$ cat src/rtl/charset_odometer_candidate_generator_core_macros.svh
// Assertion helpers shared by the core.
`ifndef CHARSET_ODOMETER_CANDIDATE_GENERATOR_CORE_MACROS_SVH
`define CHARSET_ODOMETER_CANDIDATE_GENERATOR_CORE_MACROS_SVH

// Property checked on every clock edge outside reset.
`define COCG_ASSERT(label, prop, msg) \
    label: assert property (@(posedge clk) disable iff (!rst_n) prop) else $error(msg);

// Condition that must never hold outside reset.
`define COCG_NEVER(label, cond, msg) \
    label: assert property (@(posedge clk) disable iff (!rst_n) !(cond)) else $error(msg);

`endif

$ cat src/rtl/cocg_pkg.sv
package cocg_pkg;

    localparam int NCLASS      = 4;
    localparam int DIG_W       = 7;
    localparam int POS_W       = 4;
    localparam int DV_W        = 8;
    localparam int NLEN_W      = 5;
    localparam int LEN_OUT_W   = 5;
    localparam int STAT_W      = 2;
    localparam int CFG_IDX_W   = 2;
    localparam int MAX_LEN_DEF = 16;
    localparam int Q_DEPTH     = 2;

    localparam logic [DIG_W-1:0] CLASS_LO [NCLASS] = '{7'd0, 7'd26, 7'd52, 7'd62};
    localparam logic [DIG_W-1:0] CLASS_HI [NCLASS] = '{7'd25, 7'd51, 7'd61, 7'd85};

    typedef enum logic [1:0] {
        OP_ADV = 2'd0,
        OP_WR  = 2'd1,
        OP_LEN = 2'd2,
        OP_NOP = 2'd3
    } op_t;

    typedef enum logic [STAT_W-1:0] {
        STAT_SUCCESS = 2'd0,
        STAT_DONE    = 2'd1,
        STAT_NOOPT   = 2'd2
    } status_t;

    typedef enum logic [CFG_IDX_W-1:0] {
        CFG_LOWER   = 2'd0,
        CFG_UPPER   = 2'd1,
        CFG_DIGITS  = 2'd2,
        CFG_SYMBOLS = 2'd3
    } cfg_idx_t;

    typedef enum logic [2:0] {
        BS_IDLE,
        BS_ADV,
        BS_RESTORE,
        BS_EM_RD,
        BS_EM_OUT
    } bstate_t;

    // Decoded command as it travels through the queue.
    typedef struct packed {
        op_t               op;
        logic [POS_W-1:0]  pos;
        logic              pos_ok;
        logic              empty;
        logic [DIG_W-1:0]  val;
        logic [NLEN_W-1:0] nl;
        logic              fin;
    } cmd_t;

    typedef struct packed {
        logic             carry;
        logic [DIG_W-1:0] val;
    } step_t;

    function automatic logic [DIG_W-1:0] lowest_idx(logic [NCLASS-1:0] en);
        logic [DIG_W-1:0] r;
        logic             found;
        r     = '0;
        found = 1'b0;
        for (int i = 0; i < NCLASS; i++) begin
            if (!found && en[i]) begin
                found = 1'b1;
                r     = CLASS_LO[i];
            end
        end
        return r;
    endfunction

    function automatic logic [DIG_W-1:0] last_hi(logic [NCLASS-1:0] en);
        logic [DIG_W-1:0] r;
        r = '0;
        for (int i = 0; i < NCLASS; i++) begin
            if (en[i]) begin
                r = CLASS_HI[i];
            end
        end
        return r;
    endfunction

    // One odometer digit: next value, and whether it wrapped and carries.
    function automatic step_t step_digit(logic [NCLASS-1:0] en, logic ok,
                                         logic [DIG_W-1:0] v);
        step_t r;
        logic  found;
        logic  nfound;
        int    c;
        int    n;
        r.carry = 1'b0;
        r.val   = lowest_idx(en);
        found   = 1'b0;
        nfound  = 1'b0;
        c       = 0;
        n       = 0;
        for (int i = 0; i < NCLASS; i++) begin
            if (!found && en[i] && v >= CLASS_LO[i] && v <= CLASS_HI[i]) begin
                found = 1'b1;
                c     = i;
            end
        end
        for (int i = 0; i < NCLASS; i++) begin
            if (found && !nfound && i > c && en[i]) begin
                nfound = 1'b1;
                n      = i;
            end
        end
        if (ok && found) begin
            if (v < CLASS_HI[c]) begin
                r.val = v + DIG_W'(1);
            end else if (nfound) begin
                r.val = CLASS_LO[n];
            end else begin
                r.carry = 1'b1;
            end
        end
        return r;
    endfunction

endpackage

$ cat src/rtl/cocg_ram.sv
module cocg_ram #(
    parameter int WIDTH = 8,
    parameter int DEPTH = 16,
    parameter int AW    = (DEPTH > 1) ? $clog2(DEPTH) : 1
) (
    input  logic             clk,
    input  logic             we,
    input  logic [AW-1:0]    waddr,
    input  logic [WIDTH-1:0] wdata,
    input  logic [AW-1:0]    raddr,
    output logic [WIDTH-1:0] rdata
);

    logic [WIDTH-1:0] mem [DEPTH];
    logic [WIDTH-1:0] rdata_reg;

    always_ff @(posedge clk)
    begin
        if (we)
        begin
            mem[waddr] <= wdata;
        end
        rdata_reg <= mem[raddr];
    end

    assign rdata = rdata_reg;

endmodule

$ cat src/rtl/cocg_front.sv
module cocg_front #(
    parameter int MAX_LEN = cocg_pkg::MAX_LEN_DEF
) (
    input  logic                              clk,
    input  logic                              rst_n,
    input  logic                              cfg_wr_en,
    input  logic [cocg_pkg::CFG_IDX_W-1:0]    cfg_index,
    input  logic                              cfg_data,
    input  logic                              in_valid,
    output logic                              in_ready,
    input  logic [1:0]                        command,
    input  logic [cocg_pkg::POS_W-1:0]        position,
    input  logic signed [cocg_pkg::DV_W-1:0]  digit_value,
    input  logic [cocg_pkg::NLEN_W-1:0]       new_length,
    input  logic                              mark_finished,
    input  logic                              q_ready,
    output logic                              push,
    output cocg_pkg::cmd_t                    push_cmd,
    output logic [cocg_pkg::NCLASS-1:0]       en
);

    logic [cocg_pkg::NCLASS-1:0] en_reg;
    logic [cocg_pkg::NCLASS-1:0] en_next;

    always_comb
    begin
        en_next = en_reg;
        if (cfg_wr_en)
        begin
            unique case (cocg_pkg::cfg_idx_t'(cfg_index))
                cocg_pkg::CFG_LOWER:   en_next[cocg_pkg::CFG_LOWER]   = cfg_data;
                cocg_pkg::CFG_UPPER:   en_next[cocg_pkg::CFG_UPPER]   = cfg_data;
                cocg_pkg::CFG_DIGITS:  en_next[cocg_pkg::CFG_DIGITS]  = cfg_data;
                cocg_pkg::CFG_SYMBOLS: en_next[cocg_pkg::CFG_SYMBOLS] = cfg_data;
                default:               en_next = en_reg;
            endcase
        end
    end

    always_ff @(posedge clk or negedge rst_n)
    begin
        if (!rst_n)
        begin
            en_reg <= '0;
        end
        else
        begin
            en_reg <= en_next;
        end
    end

    assign en = en_reg;

    always_comb
    begin
        push_cmd.op     = cocg_pkg::op_t'(command);
        push_cmd.pos    = position;
        // writes past the top digit are dropped
        push_cmd.pos_ok = 32'(position) < MAX_LEN;
        push_cmd.empty  = digit_value[cocg_pkg::DV_W-1];
        push_cmd.val    = digit_value[cocg_pkg::DIG_W-1:0];
        push_cmd.nl     = new_length;
        push_cmd.fin    = mark_finished;
    end

    assign in_ready = q_ready;
    assign push     = in_valid && q_ready;

endmodule

$ cat src/rtl/cocg_queue.sv
module cocg_queue (
    input  logic           clk,
    input  logic           rst_n,
    input  logic           push,
    input  cocg_pkg::cmd_t push_cmd,
    output logic           q_ready,
    input  logic           pop,
    output logic           head_valid,
    output cocg_pkg::cmd_t head
);

    localparam int QAW = (cocg_pkg::Q_DEPTH > 1) ? $clog2(cocg_pkg::Q_DEPTH) : 1;
    localparam int QCW = $clog2(cocg_pkg::Q_DEPTH + 1);
    localparam logic [QAW-1:0] LAST_SLOT = QAW'(cocg_pkg::Q_DEPTH - 1);

    cocg_pkg::cmd_t entry_reg [cocg_pkg::Q_DEPTH];
    logic [QAW-1:0] wr_ptr_reg;
    logic [QAW-1:0] wr_ptr_next;
    logic [QAW-1:0] rd_ptr_reg;
    logic [QAW-1:0] rd_ptr_next;
    logic [QCW-1:0] count_reg;
    logic [QCW-1:0] count_next;

    assign q_ready    = count_reg != QCW'(cocg_pkg::Q_DEPTH);
    assign head_valid = count_reg != '0;
    assign head       = entry_reg[rd_ptr_reg];

    always_comb
    begin
        wr_ptr_next = wr_ptr_reg;
        rd_ptr_next = rd_ptr_reg;
        count_next  = count_reg;
        if (push)
        begin
            wr_ptr_next = (wr_ptr_reg == LAST_SLOT) ? '0 : wr_ptr_reg + QAW'(1);
        end
        if (pop)
        begin
            rd_ptr_next = (rd_ptr_reg == LAST_SLOT) ? '0 : rd_ptr_reg + QAW'(1);
        end
        if (push && !pop)
        begin
            count_next = count_reg + QCW'(1);
        end
        else if (pop && !push)
        begin
            count_next = count_reg - QCW'(1);
        end
    end

    always_ff @(posedge clk or negedge rst_n)
    begin
        if (!rst_n)
        begin
            wr_ptr_reg <= '0;
            rd_ptr_reg <= '0;
            count_reg  <= '0;
        end
        else
        begin
            wr_ptr_reg <= wr_ptr_next;
            rd_ptr_reg <= rd_ptr_next;
            count_reg  <= count_next;
        end
    end

    always_ff @(posedge clk)
    begin
        if (push)
        begin
            entry_reg[wr_ptr_reg] <= push_cmd;
        end
    end

endmodule

$ cat src/rtl/cocg_back.sv
module cocg_back #(
    parameter int MAX_LEN = cocg_pkg::MAX_LEN_DEF
) (
    input  logic                               clk,
    input  logic                               rst_n,
    input  logic [cocg_pkg::NCLASS-1:0]        en,
    input  logic                               head_valid,
    input  cocg_pkg::cmd_t                     head,
    output logic                               pop,
    output logic                               out_valid,
    input  logic                               out_ready,
    output logic [cocg_pkg::STAT_W-1:0]        status,
    output logic [cocg_pkg::LEN_OUT_W-1:0]     length,
    output logic [cocg_pkg::DIG_W-1:0]         char_index,
    output logic                               last
);

    localparam int PW = (MAX_LEN > 1) ? $clog2(MAX_LEN) : 1;
    localparam int LW = $clog2(MAX_LEN + 1);
    localparam logic [PW-1:0] LAST_POS = PW'(MAX_LEN - 1);

    cocg_pkg::bstate_t state_reg, state_next;
    logic [PW-1:0]      p_reg, p_next;
    logic [PW-1:0]      idx_reg, idx_next;
    logic [LW-1:0]      len_reg, len_next;
    cocg_pkg::status_t  run_st_reg, run_st_next;
    cocg_pkg::status_t  st_reg, st_next;
    logic [MAX_LEN-1:0] vld_reg, vld_next;
    logic               out_valid_reg, out_valid_next;
    logic [cocg_pkg::STAT_W-1:0]    status_reg;
    logic [cocg_pkg::LEN_OUT_W-1:0] length_reg;
    logic [cocg_pkg::DIG_W-1:0]     char_reg;
    logic                           last_reg;

    logic                       ram_we;
    logic [PW-1:0]              ram_waddr;
    logic [cocg_pkg::DIG_W-1:0] ram_wdata;
    logic [PW-1:0]              ram_raddr;
    logic [cocg_pkg::DIG_W-1:0] ram_rdata;
    logic                       out_load;
    cocg_pkg::step_t            step;
    logic [LW-1:0]              walk_len;

    cocg_ram #(
        .WIDTH (cocg_pkg::DIG_W),
        .DEPTH (MAX_LEN),
        .AW    (PW)
    ) u_digits (
        .clk   (clk),
        .we    (ram_we),
        .waddr (ram_waddr),
        .wdata (ram_wdata),
        .raddr (ram_raddr),
        .rdata (ram_rdata)
    );

    assign step     = cocg_pkg::step_digit(en, vld_reg[p_reg], ram_rdata);
    assign walk_len = LW'(p_reg) + LW'(1);
    assign out_load = !out_valid_reg || out_ready;

    always_comb
    begin
        state_next     = state_reg;
        p_next         = p_reg;
        idx_next       = idx_reg;
        len_next       = len_reg;
        run_st_next    = run_st_reg;
        st_next        = st_reg;
        vld_next       = vld_reg;
        out_valid_next = out_valid_reg;
        pop            = 1'b0;
        ram_we         = 1'b0;
        ram_waddr      = p_reg;
        ram_wdata      = step.val;
        ram_raddr      = idx_reg;

        if (out_valid_reg && out_ready)
        begin
            out_valid_next = 1'b0;
        end

        unique case (state_reg)
            cocg_pkg::BS_IDLE:
            begin
                if (head_valid)
                begin
                    pop        = 1'b1;
                    st_next    = run_st_reg;
                    state_next = cocg_pkg::BS_EM_RD;
                    unique case (head.op)
                        cocg_pkg::OP_ADV:
                        begin
                            if (en == '0)
                            begin
                                st_next = cocg_pkg::STAT_NOOPT;
                            end
                            else if (run_st_reg != cocg_pkg::STAT_SUCCESS)
                            begin
                                st_next = cocg_pkg::STAT_DONE;
                            end
                            else
                            begin
                                p_next     = '0;
                                ram_raddr  = '0;
                                state_next = cocg_pkg::BS_ADV;
                            end
                        end
                        cocg_pkg::OP_WR:
                        begin
                            if (head.pos_ok)
                            begin
                                vld_next[PW'(head.pos)] = !head.empty;
                                ram_we    = !head.empty;
                                ram_waddr = PW'(head.pos);
                                ram_wdata = head.val;
                            end
                        end
                        cocg_pkg::OP_LEN:
                        begin
                            len_next    = (32'(head.nl) > MAX_LEN) ? LW'(MAX_LEN)
                                                                   : LW'(head.nl);
                            run_st_next = head.fin ? cocg_pkg::STAT_DONE
                                                   : cocg_pkg::STAT_SUCCESS;
                            st_next     = run_st_next;
                        end
                        default:
                        begin
                            st_next = run_st_reg;
                        end
                    endcase
                end
            end

            // one digit per cycle; the read of the next digit overlaps the write
            cocg_pkg::BS_ADV:
            begin
                ram_we    = 1'b1;
                ram_raddr = p_reg + PW'(1);
                if (!step.carry)
                begin
                    vld_next[p_reg] = 1'b1;
                    if (walk_len > len_reg)
                    begin
                        len_next = walk_len;
                    end
                    st_next    = cocg_pkg::STAT_SUCCESS;
                    state_next = cocg_pkg::BS_EM_RD;
                end
                else if (p_reg == LAST_POS)
                begin
                    run_st_next = cocg_pkg::STAT_DONE;
                    st_next     = cocg_pkg::STAT_DONE;
                    p_next      = '0;
                    state_next  = cocg_pkg::BS_RESTORE;
                end
                else
                begin
                    p_next = p_reg + PW'(1);
                end
            end

            // full wrap: every digit held the top index of the last enabled class
            cocg_pkg::BS_RESTORE:
            begin
                ram_we    = 1'b1;
                ram_wdata = cocg_pkg::last_hi(en);
                if (p_reg == LAST_POS)
                begin
                    state_next = cocg_pkg::BS_EM_RD;
                end
                else
                begin
                    p_next = p_reg + PW'(1);
                end
            end

            cocg_pkg::BS_EM_RD:
            begin
                idx_next   = (len_reg == '0) ? '0 : PW'(len_reg - LW'(1));
                ram_raddr  = idx_next;
                state_next = cocg_pkg::BS_EM_OUT;
            end

            cocg_pkg::BS_EM_OUT:
            begin
                if (out_load)
                begin
                    out_valid_next = 1'b1;
                    if (idx_reg == '0)
                    begin
                        state_next = cocg_pkg::BS_IDLE;
                    end
                    else
                    begin
                        idx_next  = idx_reg - PW'(1);
                        ram_raddr = idx_next;
                    end
                end
            end

            default:
            begin
                state_next = cocg_pkg::BS_IDLE;
            end
        endcase
    end

    always_ff @(posedge clk or negedge rst_n)
    begin
        if (!rst_n)
        begin
            state_reg     <= cocg_pkg::BS_IDLE;
            p_reg         <= '0;
            idx_reg       <= '0;
            len_reg       <= '0;
            run_st_reg    <= cocg_pkg::STAT_SUCCESS;
            st_reg        <= cocg_pkg::STAT_SUCCESS;
            vld_reg       <= '0;
            out_valid_reg <= 1'b0;
        end
        else
        begin
            state_reg     <= state_next;
            p_reg         <= p_next;
            idx_reg       <= idx_next;
            len_reg       <= len_next;
            run_st_reg    <= run_st_next;
            st_reg        <= st_next;
            vld_reg       <= vld_next;
            out_valid_reg <= out_valid_next;
        end
    end

    always_ff @(posedge clk)
    begin
        if (state_reg == cocg_pkg::BS_EM_OUT && out_load)
        begin
            status_reg <= st_reg;
            length_reg <= cocg_pkg::LEN_OUT_W'(len_reg);
            char_reg   <= (len_reg != '0 && vld_reg[idx_reg]) ? ram_rdata : '0;
            last_reg   <= idx_reg == '0;
        end
    end

    assign out_valid  = out_valid_reg;
    assign status     = status_reg;
    assign length     = length_reg;
    assign char_index = char_reg;
    assign last       = last_reg;

endmodule

$ cat src/rtl/charset_odometer_candidate_generator_core.sv
// Each command passes through the input queue to the single back-end sequencer, which
// handles one command at a time: an advance steps through the digits it visits (all of
// them again on a full wrap), then the candidate is read out through the one read port
// of the digit RAM a character at a time. The queue takes new commands while the
// sequencer is busy, until it is full.
// Reset (rst_n, async low): class enables off, all digits empty, length 0, status success.
`include "charset_odometer_candidate_generator_core_macros.svh"

module charset_odometer_candidate_generator_core #(
    parameter int MAX_LEN = cocg_pkg::MAX_LEN_DEF
) (
    input  logic                              clk,
    input  logic                              rst_n,
    input  logic                              cfg_wr_en,
    input  logic [cocg_pkg::CFG_IDX_W-1:0]    cfg_index,
    input  logic                              cfg_data,
    input  logic                              in_valid,
    output logic                              in_ready,
    input  logic [1:0]                        command,
    input  logic [cocg_pkg::POS_W-1:0]        position,
    input  logic signed [cocg_pkg::DV_W-1:0]  digit_value,
    input  logic [cocg_pkg::NLEN_W-1:0]       new_length,
    input  logic                              mark_finished,
    output logic                              out_valid,
    input  logic                              out_ready,
    output logic [cocg_pkg::STAT_W-1:0]       status,
    output logic [cocg_pkg::LEN_OUT_W-1:0]    length,
    output logic [cocg_pkg::DIG_W-1:0]        char_index,
    output logic                              last
);

    logic                        q_ready;
    logic                        push;
    cocg_pkg::cmd_t              push_cmd;
    logic [cocg_pkg::NCLASS-1:0] en;
    logic                        pop;
    logic                        head_valid;
    cocg_pkg::cmd_t              head;

    cocg_front #(
        .MAX_LEN (MAX_LEN)
    ) u_front (
        .clk           (clk),
        .rst_n         (rst_n),
        .cfg_wr_en     (cfg_wr_en),
        .cfg_index     (cfg_index),
        .cfg_data      (cfg_data),
        .in_valid      (in_valid),
        .in_ready      (in_ready),
        .command       (command),
        .position      (position),
        .digit_value   (digit_value),
        .new_length    (new_length),
        .mark_finished (mark_finished),
        .q_ready       (q_ready),
        .push          (push),
        .push_cmd      (push_cmd),
        .en            (en)
    );

    cocg_queue u_queue (
        .clk        (clk),
        .rst_n      (rst_n),
        .push       (push),
        .push_cmd   (push_cmd),
        .q_ready    (q_ready),
        .pop        (pop),
        .head_valid (head_valid),
        .head       (head)
    );

    cocg_back #(
        .MAX_LEN (MAX_LEN)
    ) u_back (
        .clk        (clk),
        .rst_n      (rst_n),
        .en         (en),
        .head_valid (head_valid),
        .head       (head),
        .pop        (pop),
        .out_valid  (out_valid),
        .out_ready  (out_ready),
        .status     (status),
        .length     (length),
        .char_index (char_index),
        .last       (last)
    );

    `COCG_NEVER(a_pop_empty, pop && !head_valid, "pop from empty queue")
    `COCG_ASSERT(a_push_lands, (in_valid && in_ready) |=> head_valid, "accepted item lost")
    `COCG_ASSERT(a_pop_spacing, pop |=> !pop, "back end took two items in a row")

endmodule

$ cat config.mk
export PLATFORM = sky130hd
export DESIGN_NAME = charset_odometer_candidate_generator_core
export DESIGN_NICKNAME = d
export VERILOG_FILES = /design/src/rtl/cocg_pkg.sv /design/src/rtl/cocg_ram.sv /design/src/rtl/cocg_front.sv /design/src/rtl/cocg_queue.sv /design/src/rtl/cocg_back.sv /design/src/rtl/charset_odometer_candidate_generator_core.sv
export VERILOG_INCLUDE_DIRS = /design/src /design/src/rtl
export SDC_FILE = /design/constraint.sdc
export NUM_CORES = 1
export LEC_CHECK = 0
export BUFFER_PORTS_ARGS = -buffer_cell sky130_fd_sc_hd__buf_2
export CAP_MARGIN = 20
export CORE_UTILIZATION = 25
export CTS_CLUSTER_DIAMETER = 200
export DETAILED_ROUTE_END_ITERATION = 12
export GPL_TIMING_DRIVEN = 0
export PLACE_DENSITY = 0.45
export SLEW_MARGIN = 20
export SYNTH_ARGS = -nofsm -noshare
export SYNTH_HDL_FRONTEND = slang
export SYNTH_SLANG_ARGS = --single-unit
$ cat constraint.sdc
create_clock -name clk -period 6.5 [get_ports clk]
set_clock_uncertainty 0.15 [all_clocks]
set_input_delay 1.3 -clock clk [delete_from_list [all_inputs] [get_ports clk]]
set_output_delay 1.3 -clock clk [all_outputs]
set_load 0.02 [all_outputs]
# Yosys cells after proc, flatten, opt, wreduce, memory -nomap -nowiden
# Memories as Yosys holds them, arrays and structs flattened. A register that Yosys moved wholly into a read port is not among the register bits.
# Index checks and enable logic that the tools add are counted.
[op_classes] n_addsub=9 order_cmp=22 eq_ne=27 muxes=119 bitwise=3 n_reduce_logical=72
[op_table] cell="2-to-1 mux 7 bit" n=12
[op_table] cell="2-to-1 mux 4 bit" n=18
[op_table] cell=">= comparator 32 x 3 -> 1 bit (second input constant)" n=2
[op_table] cell="2-to-1 mux 16 bit" n=4
[op_table] cell="NOT 2 -> 32 bit" n=2
[op_table] cell="2-to-1 mux 5 bit" n=7
[op_table] cell="logical AND 1 bit" n=34
[op_table] cell="2-to-1 mux 1 bit" n=34
[op_table] cell="case mux 16 bit (2 select lines)" n=1
[op_table] cell="2-to-1 mux 2 bit" n=15
[op_table] cell="binary-select mux 7 bit (select 2 bit)" n=2
[op_table] cell="2-to-1 mux 3 bit" n=8
[op_table] cell="inequality test 2 bit (second input constant)" n=10
[op_table] cell="AND reduction 5 bit" n=4
[op_table] cell="bitwise mux 16 bit" n=1
[op_table] cell="bitwise OR 16 bit" n=1
[op_table] cell="case mux 4 bit (4 select lines)" n=1
[op_table] cell="< comparator 4 x 5 -> 1 bit (second input constant)" n=3
[op_table] cell="case mux 3 bit (5 select lines)" n=1
[op_table] cell=">= comparator 7 x 6 -> 1 bit (second input constant)" n=2
[op_table] cell="less-or-equal comparator 7 x 6 -> 1 bit (second input constant)" n=2
[op_table] cell="case mux 7 bit (2 select lines)" n=1
[op_table] cell="logical NOT 1 bit" n=13
[op_table] cell="2-to-1 mux 6 bit" n=2
[op_table] cell="45 further kinds" n=72
[word_totals] regBits=60 ram_bits=152 in_bits=28 output_inout_bits=17 word_cells=273 mem_count=2
[memory_table] name="u_back.u_digits.mem" depth=16 width=7 rd=1 rd_clocked_by_memory_dff=1 write_ports=1 line="cocg_ram.sv:14" source="logic [WIDTH-1:0] mem [DEPTH];"
[memory_table] name="u_queue.entry_reg" depth=2 width=20 rd=1 rd_clocked_by_memory_dff=0 write_ports=1 line="cocg_queue.sv:16" source="cocg_pkg::cmd_t entry_reg [cocg_pkg::Q_DEPTH];"

# Depth between registers and ports, before layout
# Gate-level depths: netlist (run 1).
[logic_depth] ltp_word=49 mapped_depth=18

# Cells and area by module
# A second synthesis (run 1) with hierarchy kept.
[unflattened] cells_unflattened=780 hier_area_um2=10706.5
[modules_own_cells] module="cocg_ram" n_inst=1 cells_each=203 area_per_inst_um2=4530.6 seq_area_each_um2=3503.4
[modules_own_cells] module="cocg_back" n_inst=1 cells_each=460 area_per_inst_um2=4113.9 seq_area_each_um2=1351.3
[modules_own_cells] module="cocg_queue" n_inst=1 cells_each=81 area_per_inst_um2=1709.1 seq_area_each_um2=1361.3
[modules_own_cells] module="cocg_front" n_inst=1 cells_each=36 area_per_inst_um2=352.8 seq_area_each_um2=100.1

# Worst setup path after synthesis (run 1)
# OpenSTA, ideal clock, no wires.
[synth_timing] path_kind="flip-flop to flip-flop" start="register u_back.u_digits.rdata_reg[1] (netlist: u_back.u_digits.rdata[1]) (read register of u_back.u_digits.mem)" end="memory u_back.u_digits.mem[0][1] (netlist bit), data pin" setup_time_ns=0.330 arrival_time_ns=3.492 required_time_ns=6.020 path_slack_ns=2.528 stages_incl_launch_ff=16 n_path_buf=0 period_less_slack_ns=3.972 cell_sequence="dfxtp_1 -> inv_1 -> ha_1 -> o21ba_2 -> a311oi_1 -> or3_1 -> ha_1 -> inv_1 -> ha_1 -> a21o_1 -> a21oi_1 -> a21oi_1 -> and2_1 -> a21oi_1 -> o21ai_0 -> o21ai_0"
[synth_between] elab_chain_len=49 word_cells_on_any_way=72 classes_between="add/sub: 1; order compare: 13; mux: 27; bitwise: 2; reduce/logical: 29"
[synth_lines] item="start: declaration" line="cocg_ram.sv:15" source="logic [WIDTH-1:0] rdata_reg;"
[synth_lines] item=">= comparator 7 x 1 -> 1 bit" line="cocg_pkg.sv:101" source="if (!found && en[i] && v >= CLASS_LO[i] && v <= CLASS_HI[i]) begin"
[synth_lines] item="logical AND 1 bit (2 in series)" line="cocg_pkg.sv:101"
[synth_lines] item="2-to-1 mux 1 bit" line="cocg_pkg.sv:101"
[synth_lines] item="logical NOT 1 bit" line="cocg_pkg.sv:101"
[synth_lines] item="logical AND 1 bit (3 in series)" line="cocg_pkg.sv:101"
[synth_lines] item="2-to-1 mux 1 bit" line="cocg_pkg.sv:101"
[synth_lines] item="logical NOT 1 bit" line="cocg_pkg.sv:101"
[synth_lines] item="logical AND 1 bit (3 in series)" line="cocg_pkg.sv:101"
[synth_lines] item="[29 not listed]"
[synth_lines] item="2-to-1 mux 7 bit" line="cocg_pkg.sv:115" source="end else if (nfound) begin"
[synth_lines] item="2-to-1 mux 7 bit" line="cocg_pkg.sv:113" source="if (v < CLASS_HI[c]) begin"
[synth_lines] item="2-to-1 mux 8 bit (*)" line="cocg_pkg.sv:112" source="if (ok && found) begin"
[synth_lines] item="2-to-1 mux 7 bit" line="cocg_back.sv:110" source="if (head.pos_ok)"
[synth_lines] item="2-to-1 mux 7 bit" line="cocg_back.sv:90" source="unique case (head.op)"
[synth_lines] item="2-to-1 mux 7 bit" line="cocg_back.sv:85" source="if (head_valid)"
[synth_lines] item="case mux 7 bit (2 select lines) (*)" line="cocg_back.sv:82" source="unique case (state_reg)"
[synth_lines] item="via u_back.ram_wdata (one bit)" line="cocg_back.sv:37" source="logic [cocg_pkg::DIG_W-1:0] ram_wdata;"
[synth_lines] item="end: declaration" line="cocg_ram.sv:14"
# The timed path passes the listed nets; every way through them passes the cells marked *. The select of a mux whose other input is x is not followed.

# Final worst setup path (run 1)
[layout_timing] start="register u_back.u_digits.rdata_reg[1] (netlist: u_back.u_digits.rdata[1]) (read register of u_back.u_digits.mem)" end="register u_back.vld_reg[6]"
[layout_between] elab_chain_len=43 word_cells_on_any_way=62 classes_between="order compare: 13; eq/ne: 1; mux: 17; bitwise: 1; reduce/logical: 30"
[layout_lines] item=">= comparator 7 x 1 -> 1 bit" line="cocg_pkg.sv:101"
[layout_lines] item="logical AND 1 bit (2 in series)" line="cocg_pkg.sv:101"
[layout_lines] item="2-to-1 mux 1 bit" line="cocg_pkg.sv:101"
[layout_lines] item="logical NOT 1 bit" line="cocg_pkg.sv:101"
[layout_lines] item="logical AND 1 bit (3 in series)" line="cocg_pkg.sv:101"
[layout_lines] item="2-to-1 mux 1 bit" line="cocg_pkg.sv:101"
[layout_lines] item="logical NOT 1 bit" line="cocg_pkg.sv:101"
[layout_lines] item="logical AND 1 bit (3 in series)" line="cocg_pkg.sv:101"
[layout_lines] item="[20 not listed]"
[layout_lines] item="logical NOT 1 bit" line="cocg_pkg.sv:107" source="if (found && !nfound && i > c && en[i]) begin"
[layout_lines] item="logical AND 1 bit (3 in series)" line="cocg_pkg.sv:107"
[layout_lines] item="2-to-1 mux 1 bit" line="cocg_pkg.sv:107"
[layout_lines] item="2-to-1 mux 1 bit" line="cocg_pkg.sv:115"
[layout_lines] item="2-to-1 mux 1 bit" line="cocg_pkg.sv:113"
[layout_lines] item="2-to-1 mux 8 bit (*)" line="cocg_pkg.sv:112"
[layout_lines] item="inequality test 2 bit (no line) (*)"
[layout_lines] item="AND reduction 5 bit (no line) (*)"
[layout_lines] item="end signal: assignment" line="cocg_back.sv:229" source="vld_reg <= vld_next;"
[layout_lines] item="end: declaration" line="cocg_back.sv:28" source="logic [MAX_LEN-1:0] vld_reg, vld_next;"
# Mark *: on every way between the ends. The rest lies on a longest branch, timed or not. The select of a mux whose other input is x is not followed.
# A chain may end at the register's enable or synchronous reset.

==> run metrics, run 1 <==
status complete, no violations; ANT cells 0; synth warn 0; total routed wirelength 30.48 mm; fin crit period 4.671 ns; period utilization 0.7186; Final Net Count between 1000 and 1500; Clk Latency, worst-skew pair 0.55 ns; CTS resizes 0; #FFs+latches synth approximately 220; FILL cells 4295; max reg flops 112; EDFF count, synth 167; RSZ-0062 raised after global routing false; crit path launch type flip-flop; post-DP HPWL 22.13 mm; Top Ports 45; Slew Viols, Final 0; Leak 4.559 nW; clk root buf clkbuf_16; multi-input logic area 4323 um2; worst min path class flip-flop to flip-flop; Mean Syn Cell Area 12.06 um2; CTS HTree Levels 1; core area 42320 um2; sequential area share after synthesis 0.5769; Tot GR Track Use 0.1385; CP max FO 10; Final Total Pwr 0.007084 W; Area Growth Syn to Fin 17.10%; Final Cell Area 12700 um2; predominant post-synthesis flop cell edfxtp_1; P per Cell Area 557.9 nW/um2; DIE AREA 44210 um2; initial DRC count approximately 630; CTS clk-pin slew, worst paths 0.06 ns; Worst Max-Slew Pin Slew 1.020 ns; # DRC 0; CTS Buf Count 25; Starting Density 0.2562; Post-CTS Hold Buffers 0; most frequent cells in the layout edfxtp_1, nor2_1, nand2_1; Syn Std Cell Area 10840 um2; Post-CTS Setup Repair Bufs 0; Detail Route Antenna Nets 0; gr ovfl total 0; cell total after placement 1525; Final Hold Viols 0; Fin Setup TNS 0 ns; total vias in the final route 7557; first-pass GRT wire length 46.09 mm; Routed wire per std cell 19.40 um; leading cell type in the layout, fill and taps excluded edfxtp_1; Rel. slew slack 0.3149; cells after synthesis 899; drt first pass iters 5; largest net degree at the start of global routing 45; clock tree buffer depth 3; layout cells sized above 1 0.1509; CP endpoint kind flip-flop; Vias per Instance slightly below 5; Final setup viols 0; largest vdd supply drop 0.0002117 V; vias in the first global route 7273; die width 210.3 um; row count 75; CP required 6.74 ns; CTS sink cnt 218; Critical Path AT roughly 5 ns; DP Area 11890 um2; Max Cap Viol 0; Layout Cells excl Fill about 1600; IO buf count 44; post-synthesis async set-or-reset flop share 0.2018; CTS tree built; RePlAce Congestion 0.8455; initial antenna violation count 0; Synth Net Count 951; Max Fclk 214.1 MHz; die height 210.3 um; synth unique cells 84; Sequential cell area 6256 um2; Crit Path Category flip-flop to flip-flop
-- per-stage QoR --
step | hold slack, ns | worst slack, ns | utilization
after global routing | 0.3696 | 1.548 | 0.3000
after global placement | 0.3262 | 0.7605 | 0.2785
final | 0.3430 | 1.829 | 0.3000
after floorplan | 0.2749 | 2.528 | -
after detailed placement | 0.3408 | 1.907 | 0.2809
after CTS | 0.3556 | 1.891 | 0.3000
-- critical path, cell delays in order (launching register included) --
cell	delay [ns]
dfxtp_1	0.56
inv_1	0.14
ha_1	0.20
o21ba_2	0.25
a311oi_1	0.11
or3_1	0.48
inv_2	0.11
ha_1	0.14
inv_1	0.04
ha_1	0.25
a21oi_1	0.07
a2bb2oi_1	0.17
a21oi_1	0.33
nand2_1	0.17
nor4_2	0.68
clkbuf_1	0.50
a21oi_1	0.14
-- cell families (layout without fill, tap and decap cells) --
group / count (synthesis) / in the layout / share of synthesized area
multiplexers: 86 / 86 / 0.08988
flip-flops: 218 / 218 / 0.5769
XOR/XNOR: 13 / 13 / 0.01050
AND/OR/NAND/NOR: 273 / 273 / 0.1245
buffers and inverters: 74 / 169 / 0.02769
adder cells (fa/ha/maj): 24 / 24 / 0.02769
AO/OA/AOI/OAI: 211 / 211 / 0.1428
-- cell type report --
type | count | area share
inverter | 30 | 0.008868
sequential | 218 | 0.4927
timing repair buffer | 49 | 0.02256
clock inverter | 12 | 0.01035
clock buffer | 34 | 0.05350
buffer | 44 | 0.01478
multi-input combinational | 607 | 0.3404
tap | 577 | 0.05685
-- cells in the mapped netlist (4+ instances only) --
library cell / n / area share
mux4_2: 8 / 0.017
xor2_1: 6 / 0.0048
xnor2_1: 7 / 0.0057
nand2b_1: 8 / 0.0046
a22oi_1: 6 / 0.0042
nand3b_1: 6 / 0.0042
o22ai_1: 13 / 0.0075
o21ai_0: 20 / 0.0092
nand2_1: 86 / 0.030
dfxtp_1: 7 / 0.013
nor2b_1: 8 / 0.0046
or3_1: 4 / 0.0023
a21oi_1: 51 / 0.024
inv_1: 29 / 0.010
clkbuf_1: 29 / 0.010
a211oi_1: 17 / 0.012
a32oi_1: 25 / 0.020
a31o_2: 4 / 0.0032
and4_1: 7 / 0.0057
ha_1: 24 / 0.028
o21a_1: 5 / 0.0035
nand3_1: 9 / 0.0042
mux2i_1: 67 / 0.062
and2_1: 10 / 0.0058
nor3_2: 6 / 0.0055
a211o_1: 5 / 0.0040
a21o_1: 15 / 0.010
edfxtp_1: 167 / 0.46
nor3_1: 12 / 0.0055
dfrtp_1: 44 / 0.10
a31oi_1: 4 / 0.0023
nor3b_1: 6 / 0.0042
nor2_1: 90 / 0.031
buf_2: 12 / 0.0055
mux2_2: 9 / 0.0093
-- per-layer routing --
layer	track usage	share of wire	up-vias
li1	-	-	3577
met1	0.2028	0.50	3740
met2	0.2108	0.43	202
met3	0.01847	0.047	38
met4	0.04329	0.023	0
met5	0	0	-
-- report_power, final --
| group | switching [W] | total [W] | internal, W | leakage (nW) |
|---|---|---|---|---|
| Sequential | 0.000206 | 0.00227 | 0.00207 | 2.12 |
| Clock | 0.000582 | 0.00140 | 0.000818 | 0.394 |
| Combinational | 0.00221 | 0.00341 | 0.00120 | 2.05 |
-- final timing paths --
path / cells after the start / slack, ns / from / endpoint
worst max-delay path: 16 / 1.83 / u_back.u_digits.rdata[1]$_DFF_P_ / u_back.vld_reg[6]$_DFFE_PN0P_
worst min-delay path: 0 / 0.34 / u_back.st_reg[1]$_DFFE_PN0P_ / u_back.status[1]$_DFFE_PP_
worst max register to register: 16 / 1.83 / u_back.u_digits.rdata[1]$_DFF_P_ / u_back.vld_reg[6]$_DFFE_PN0P_
worst min register to register: 0 / 0.34 / u_back.st_reg[1]$_DFFE_PN0P_ / u_back.status[1]$_DFFE_PP_
max in group asynchronous: 1 / 5.11 / rst_n / u_front.en[0]$_DFFE_PN0P_
min in group asynchronous: 1 / 0.61 / rst_n / u_back.vld_reg[1]$_DFFE_PN0P_
No activity file was read; power rests on OpenSTA's default activity.
==> inputs of run 2 (changes only) <==
--- a/config.mk
+++ b/config.mk
@@ -6,6 +6,7 @@
 export SDC_FILE = /design/constraint.sdc
 export NUM_CORES = 1
 export LEC_CHECK = 0
+export ABC_AREA = 1
 export BUFFER_PORTS_ARGS = -buffer_cell sky130_fd_sc_hd__buf_2
 export CAP_MARGIN = 20
 export CORE_UTILIZATION = 25
==> constraint.sdc (replaced) <==
create_clock -name clk -period 4.4 [get_ports clk]
set_clock_uncertainty 0.15 [all_clocks]
set_input_delay 0.88 -clock clk [delete_from_list [all_inputs] [get_ports clk]]
set_output_delay 0.88 -clock clk [all_outputs]
set_load 0.02 [all_outputs]
==> run 2 against run 1 <==
- sequential cell count unchanged
- synthesized cell count grew 41%
- non-clock buffer count decreased by 3
- critical endpoint is now u_back.u_digits.mem[7][6]$_DFFE_PP_
- largest cell class unchanged
- worst hold slack worse by 0.14 ns
==> run metrics, run 2 <==
DIE AREA 45940 um2 (was 44210 um2); Rel. slew slack 0.4778 (was 0.3149); row count 77 (was 75); CP required 4.54 ns (was 6.74 ns); Max Fclk 247.3 MHz (was 214.1 MHz); Clk network pwr share 0.208 (was 0.198); sequential power share 0.306 (was 0.321); max reg flops 112 (unchanged); core area 44320 um2 (was 42320 um2); Sw Share 0.4568 (was 0.4229); Routed wire per std cell 16.20 um (was 19.40 um); status complete, no violations (unchanged); Starting Density 0.2543 (was 0.2562); Final setup viols 0 (unchanged); Mean Syn Cell Area 8.890 um2 (was 12.06 um2); CP endpoint kind flip-flop (unchanged); RSZ-0062 raised after global routing false (unchanged); Area Growth Syn to Fin 16.92% (was 17.10%); crit path from u_back.u_digits.rdata[3]$_DFF_P_ (was u_back.u_digits.rdata[1]$_DFF_P_); worst r2r src u_back.u_digits.rdata[3]$_DFF_P_ (was u_back.u_digits.rdata[1]$_DFF_P_); crit path launch type flip-flop (unchanged); layout cells sized above 1 0.1207 (was 0.1509); Synth top cells by count nand2_1, nand3_1, edfxtp_1, inv_1, nor2_1 (was edfxtp_1, nor2_1, nand2_1, mux2i_1, a21oi_1); largest vdd supply drop 0.0003914 V (was 0.0002117 V); CTS tree built (unchanged); first-pass GRT wire length 49.26 mm (was 46.09 mm); #FFs+latches synth 218 (unchanged); CTS Buf Count 25 (unchanged); Final Hold Viols 0 (unchanged); vias in the first global route 8635 (was 7273); die width 214.3 um (was 210.3 um); Tot GR Track Use 0.1367 (was 0.1385); most common cell in the netlist nand2_1 (was edfxtp_1); sequential area share after synthesis 0.5550 (was 0.5769); predominant post-synthesis flop cell edfxtp_1 (unchanged); Critical Path AT 4.18 ns (was 4.91 ns); Worst Max-Slew Pin Slew 0.7833 ns (was 1.020 ns); leading cell type in the layout, fill and taps excluded nand2_1 (was edfxtp_1); area share of the largest cell type after synthesis 0.4449 (was 0.4624); die height 214.3 um (was 210.3 um); # DRC 0 (unchanged); synth warn 0 (unchanged); Syn Std Cell Area 11270 um2 (was 10840 um2); P per Cell Area 790.5 nW/um2 (was 557.9 nW/um2); total routed wirelength 31.61 mm (was 30.48 mm); Vias per Instance 4.514 (was 4.810); clock tree buffer depth 3 (unchanged); Comb pwr share 0.486 (was 0.481); initial DRC count 512 (was 633); largest cells by area after synthesis edfxtp_1, nand2_1, dfrtp_1 (was edfxtp_1, dfrtp_1, mux2i_1); CTS HTree Levels 1 (unchanged); post-DP HPWL 23.14 mm (was 22.13 mm); synth unique cells 50 (was 84); RePlAce Congestion 0.8808 (was 0.8455); clk root buf clkbuf_16 (unchanged); CTS clk-pin slew, worst paths 0.06 ns (about the same); worst min path class input port to async pin (was flip-flop to flip-flop); internal power 0.005659 W (was 0.004088 W); cells after synthesis 1268 (was 899); period utilization 0.9189 (was 0.7186); largest net degree at the start of global routing 45 (unchanged); Clk Latency, worst-skew pair 0.55 ns (about the same); initial antenna violation count 0 (unchanged); post-synthesis async set-or-reset flop share 0.2018 (unchanged); gr ovfl total 0 (unchanged); Max Cap Viol 0 (unchanged); ANT cells 0 (unchanged); Slew Viols, Final 0 (unchanged); most frequent cells in the layout nand2_1, nand3_1, edfxtp_1 (was edfxtp_1, nor2_1, nand2_1); Crit Path Category flip-flop to flip-flop (unchanged); drt first pass iters 5 (unchanged); EDFF count, synth 167 (unchanged); final worst slack 0.3568 ns (was 1.829 ns); CP max FO 9 (was 10); Synth Net Count 1320 (was 951); P_sw 0.004759 W (was 0.002996 W); CTS sink cnt 218 (unchanged); total vias in the final route 8807 (was 7557); Place WS -0.08564 ns (was 1.907 ns); cell taking the most area after synthesis edfxtp_1 (unchanged); Top Ports 45 (unchanged); fin crit period 4.043 ns (was 4.671 ns); Detail Route Antenna Nets 0 (unchanged); Final Net Count 1394 (was 1027); Leak 5.559 nW (was 4.559 nW); utilization after layout 0.2974 (was 0.3000); IO buf count 44 (unchanged)
run 2: changes by cell type after synthesis, sizes merged, moves of 25 or more:
cell and change:
nand2 +330, a32oi -25, mux2i -63, nand3 +164, inv +79, o21ai +49
run 2: layout make-up:
class,instances,area (um2)
plain buffers,43,230.2
clock buffers,31,668.1
clock inverters,13,167.7
fillers,4734,31140
inverters,111,416.7
multi-input cells,896,4439
flip-flops and latches,218,6256
well taps,592,740.7
repair buffers,47,260.3
run 2: worst max-delay path, cell delays in order (launching register included):
cell,delay [ns]
dfxtp_1,0.54
nand2_2,0.16
nor2_2,0.17
nand2_1,0.07
a21oi_1,0.17
nand2_2,0.11
a31oi_1,0.14
inv_1,0.05
nand2_1,0.14
ha_1,0.22
inv_1,0.05
ha_1,0.28
nand2_1,0.07
o211ai_1,0.50
nor2_2,0.20
nand3_1,0.13
o2111ai_2,0.35
buf_6,0.28
run 2: stage by stage:
step	power (W)	hold WS, ns	setup TNS, ns	instance area (um2)	instances
floorplan	0.006533	0.2753	0	11270	1268
global placement	0.008235	0.3216	-29.43	12230	1904
detailed placement	0.008295	0.3259	-2.541	12300	1907
CTS	0.01051	0.2277	0	13150	1951
global route	0.01119	0.2628	0	13180	1951
finish	0.01042	0.2045	0	13180	1951
run 2: what timing repair did:
action                     CTS  global route
hold buffers                 0             0
pin swaps                    0             1
buffers inserted             0             0
setup endpoints to repair   48            80
gates resized for setup      3             5
cloned                       0             0
run 2: kinds of logic (layout without fill, tap and decap cells):
logic type                 Yosys count  after routing  synth area share
xor gates and xnor gates             9              9          0.006993
muxes                                4              4          0.003552
buffers and inverters              154            245           0.05739
AOI/OAI and AO/OA                  144            144           0.07471
adders and majority gates           24             24           0.02664
DFF                                218            218            0.5550
and+or+nand+nor                    715            715            0.2757
run 2: final timing paths:
check / slack [ns] / cells after the start / to
hold reg to reg: 0.34 / 0 / u_back.status[0]$_DFFE_PP_
setup / recovery: 0.36 / 17 / u_back.u_digits.mem[7][6]$_DFFE_PP_
min in group clk: 0.34 / 0 / u_back.status[0]$_DFFE_PP_
setup reg to reg: 0.36 / 17 / u_back.u_digits.mem[7][6]$_DFFE_PP_
hold / removal: 0.20 / 1 / u_queue.wr_ptr_reg$_DFFE_PN0P_
max in group asynchronous: 3.43 / 1 / u_back.vld_reg[12]$_DFFE_PN0P_
run 2: power groups by stage:
stage	clock [W]	sequential, W	combinational, W
2_1_floorplan	0	0.00314	0.00339
3_3_place_gp	0	0.00324	0.00499
3_5_place_dp	0	0.00323	0.00506
4_1_cts	0.00221	0.00319	0.00510
5_1_grt	0.00227	0.00323	0.00569
6_report	0.00217	0.00319	0.00507
run 2: per-layer routing:
layer | routed length (um) | vias up | global-route usage | share of wire
met3 | 1337 | 30 | 0.02227 | 0.042
met5 | 0 | - | 0 | 0
met2 | 14730 | 162 | 0.2282 | 0.47
li1 | - | 4448 | - | -
met4 | 467 | 0 | 0.02357 | 0.015
met1 | 15070 | 4167 | 0.1876 | 0.48
==> inputs of run 3 (changes only) <==
--- a/config.mk
+++ b/config.mk
@@ -6,7 +6,7 @@
 export SDC_FILE = /design/constraint.sdc
 export NUM_CORES = 1
 export LEC_CHECK = 0
-export ABC_AREA = 1
+export ABC_AREA = 0
 export BUFFER_PORTS_ARGS = -buffer_cell sky130_fd_sc_hd__buf_2
 export CAP_MARGIN = 20
 export CORE_UTILIZATION = 25
==> constraint.sdc (replaced) <==
create_clock -name clk -period 4 [get_ports clk]
set_clock_uncertainty 0.15 [all_clocks]
set_input_delay 0.8 -clock clk [delete_from_list [all_inputs] [get_ports clk]]
set_output_delay 0.8 -clock clk [all_outputs]
set_load 0.02 [all_outputs]
==> run 3 against run 2 <==
- worst hold slack got worse by 0.087 ns
- utilization rose by 1.0 points
- maximum frequency rose by 4.3%
- largest power group unchanged
- largest cell class unchanged
==> run metrics, run 3 (synthesis gave the netlist of run 1 again) <==
cell total after placement 1525 (was 1907); crit path launch type flip-flop (unchanged); CTS sink cnt 218 (unchanged); CP endpoint kind flip-flop (unchanged); FF-to-FF End u_back.u_digits.mem[3][5]$_DFFE_PP_ (was u_back.u_digits.mem[7][6]$_DFFE_PP_); total routed wirelength 31.53 mm (was 31.61 mm); CTS HTree Levels 1 (unchanged); leading cell type in the layout, fill and taps excluded edfxtp_1 (was nand2_1); Worst R2R Path Depth 15 (was 17); worst r2r src u_back.u_digits.rdata[1]$_DFF_P_ (was u_back.u_digits.rdata[3]$_DFF_P_); Vias per Instance 4.842 (was 4.514); # DRC 0 (unchanged); Sw Share 0.4278 (was 0.4568); final worst slack 0.1251 ns (was 0.3568 ns); initial DRC count 672 (was 512); Tot GR Track Use 0.1392 (was 0.1367); Slew Viols, Final 0 (unchanged); CTS Buf Count 25 (unchanged); drt first pass iters 5 (unchanged); Critical Path AT 3.91 ns (was 4.18 ns); Clk Latency, worst-skew pair 0.55 ns (about the same); R2R Setup Slk 0.13 ns (was 0.36 ns); Clk network pwr share 0.190 (was 0.208); Place WS -0.5934 ns (was -0.08564 ns); Max Fclk 258.1 MHz (was 247.3 MHz); ANT cells 0 (unchanged); Max Cap Viol 0 (unchanged); row count 75 (was 77); P per Cell Area 921.9 nW/um2 (was 790.5 nW/um2); fin crit period 3.875 ns (was 4.043 ns); max reg flops 112 (unchanged); Rel. slew slack 0.2612 (was 0.4778); RePlAce Congestion 0.8455 (was 0.8808); core area 42320 um2 (was 44320 um2); gr ovfl total 0 (unchanged); DIE AREA 44210 um2 (was 45940 um2); Worst Max-Slew Pin Slew 1.097 ns (was 0.7833 ns); Worst path slowest cell or3_4 (was dfxtp_1); vias in the first global route 7305 (was 8635); Critical Path End u_back.u_digits.mem[3][5]$_DFFE_PP_ (was u_back.u_digits.mem[7][6]$_DFFE_PP_); DP Area 11890 um2 (was 12300 um2); die height 210.3 um (was 214.3 um); largest net degree at the start of global routing 45 (unchanged); largest vdd supply drop 0.0003442 V (was 0.0003914 V); sequential power share 0.310 (was 0.306); Post-CTS Hold Buffers 0 (unchanged); Routed wire per std cell 19.96 um (was 16.20 um); Detail Route Antenna Nets 0 (unchanged); layout cells sized above 1 0.1974 (was 0.1207); Final Cell Area 13010 um2 (was 13180 um2); clock tree buffer depth 3 (unchanged); Final Hold Viols 0 (unchanged); IO buf count 44 (unchanged); crit path from u_back.u_digits.rdata[1]$_DFF_P_ (was u_back.u_digits.rdata[3]$_DFF_P_); clk root buf clkbuf_16 (unchanged); post-DP HPWL 22.13 mm (was 23.14 mm); CTS clk-pin slew, worst paths 0.06 ns (about the same); Area Growth Syn to Fin 19.97% (was 16.92%); Final Total Pwr 0.01199 W (was 0.01042 W); Final Net Count 1036 (was 1394); max incr delay on CP 0.43 ns (was 0.54 ns); Crit Path Category flip-flop to flip-flop (unchanged); status complete, no violations (unchanged); CP max FO 8 (was 9); Final setup viols 0 (unchanged); Leak 4.625 nW (was 5.559 nW); Layout Cells excl Fill 1580 (was 1951); internal power 0.006863 W (was 0.005659 W); Top Ports 45 (unchanged); total vias in the final route 7651 (was 8807); first-pass GRT wire length 46.29 mm (was 49.26 mm); Comb pwr share 0.500 (was 0.486); Starting Density 0.2562 (was 0.2543); worst min path class input port to async pin (unchanged); crit-path cells inv_1 -> ha_1 -> o21ba_2 -> a311oi_2 -> or3_4 -> ha_1 -> inv_1 -> ha_1 -> a21o_1 -> a21oi_1 -> a21oi_2 -> or2_2 -> o22ai_4 -> buf_4 -> o221ai_4 (was nand2_2 -> nor2_2 -> nand2_1 -> a21oi_1 -> nand2_2 -> a31oi_1 -> inv_1 -> nand2_1 -> ha_1 -> inv_1 -> ha_1 -> nand2_1 -> o211ai_1 -> nor2_2 -> nand3_1 -> o2111ai_2 -> buf_6); P_sw 0.005131 W (was 0.004759 W); most frequent cells in the layout edfxtp_1, nand2_1, nor2_1 (was nand2_1, nand3_1, edfxtp_1); initial antenna violation count 0 (unchanged); CTS tree built (unchanged); Most Frequent Cell on Critical Path ha_1 (was nand2_1); period utilization 0.9687 (was 0.9189); die width 210.3 um (was 214.3 um); CP required 4.03 ns (was 4.54 ns)
## run 3: timing repair
item                                   in CTS  in global routing
setup endpoints to repair                 168                255
cloned                                      0                  1
gates resized for setup                    15                 37
pin swaps                                   2                  5
setup buffers                               3                  6
endpoints found under the hold margin       0                  0
## run 3: worst min-delay path by stage
stage | start | to | slack, ns
finish | rst_n | u_back.vld_reg[3]$_DFFE_PN0P_ | 0.12
global route | rst_n | u_back.vld_reg[3]$_DFFE_PN0P_ | 0.16
CTS | rst_n | u_front.en[2]$_DFFE_PN0P_ | 0.15
detailed placement | u_back.st_reg[1]$_DFFE_PN0P_ | u_back.status[1]$_DFFE_PP_ | 0.34
global placement | u_queue.wr_ptr_reg$_DFFE_PN0P_ | u_queue.wr_ptr_reg$_DFFE_PN0P_ | 0.33
floorplan | u_back.st_reg[1]$_DFFE_PN0P_ | u_back.status[1]$_DFFE_PP_ | 0.27
## run 3: per-layer routing
layer	up-vias	GRT usage	share of wire
li1	3596	-	-
met1	3791	0.2042	0.49
met2	222	0.2126	0.44
met3	42	0.01773	0.047
met4	0	0.04203	0.025
met5	-	0	0
## run 3: metrics by stage
step / hold WS, ns / utilization / TNS (ns)
after floorplan: 0.2749 / - / 0
final: 0.1172 / 0.3074 / 0
after CTS: 0.1451 / 0.3018 / -0.4459
after detailed placement: 0.3408 / 0.2809 / -39.48
after global placement: 0.3262 / 0.2785 / -127.55
after global routing: 0.1625 / 0.3074 / -0.06795
## run 3: worst max-delay path: cells and delay by family (launching register included)
family	cells	cell delay [ns]
adder cells (fa/ha/maj)	3	0.71
AO/OA/AOI/OAI	7	1.20
AND/OR/NAND/NOR	2	0.79
buffers and inverters	3	0.27
flip-flops	1	0.37
## run 3: power groups by stage
stage | registers, W | clock network, W | logic (W)
6_report | 0.00371 | 0.00228 | 0.00600
5_1_grt | 0.00378 | 0.00241 | 0.00649
4_1_cts | 0.00372 | 0.00234 | 0.00562
3_5_place_dp | 0.00374 | 0 | 0.00554
3_3_place_gp | 0.00376 | 0 | 0.00539
2_1_floorplan | 0.00366 | 0 | 0.00370
## run 3: layout make-up
class                      count  area [um2]
tap                          577       721.9
multi-input combinational    608        4532
buffer                        43       190.2
clock inverter                12       131.4
timing repair buffer          58       379.1
clock buffer                  34       679.4
sequential                   218        6264
fill                        4275       29310
inverter                      30       112.6
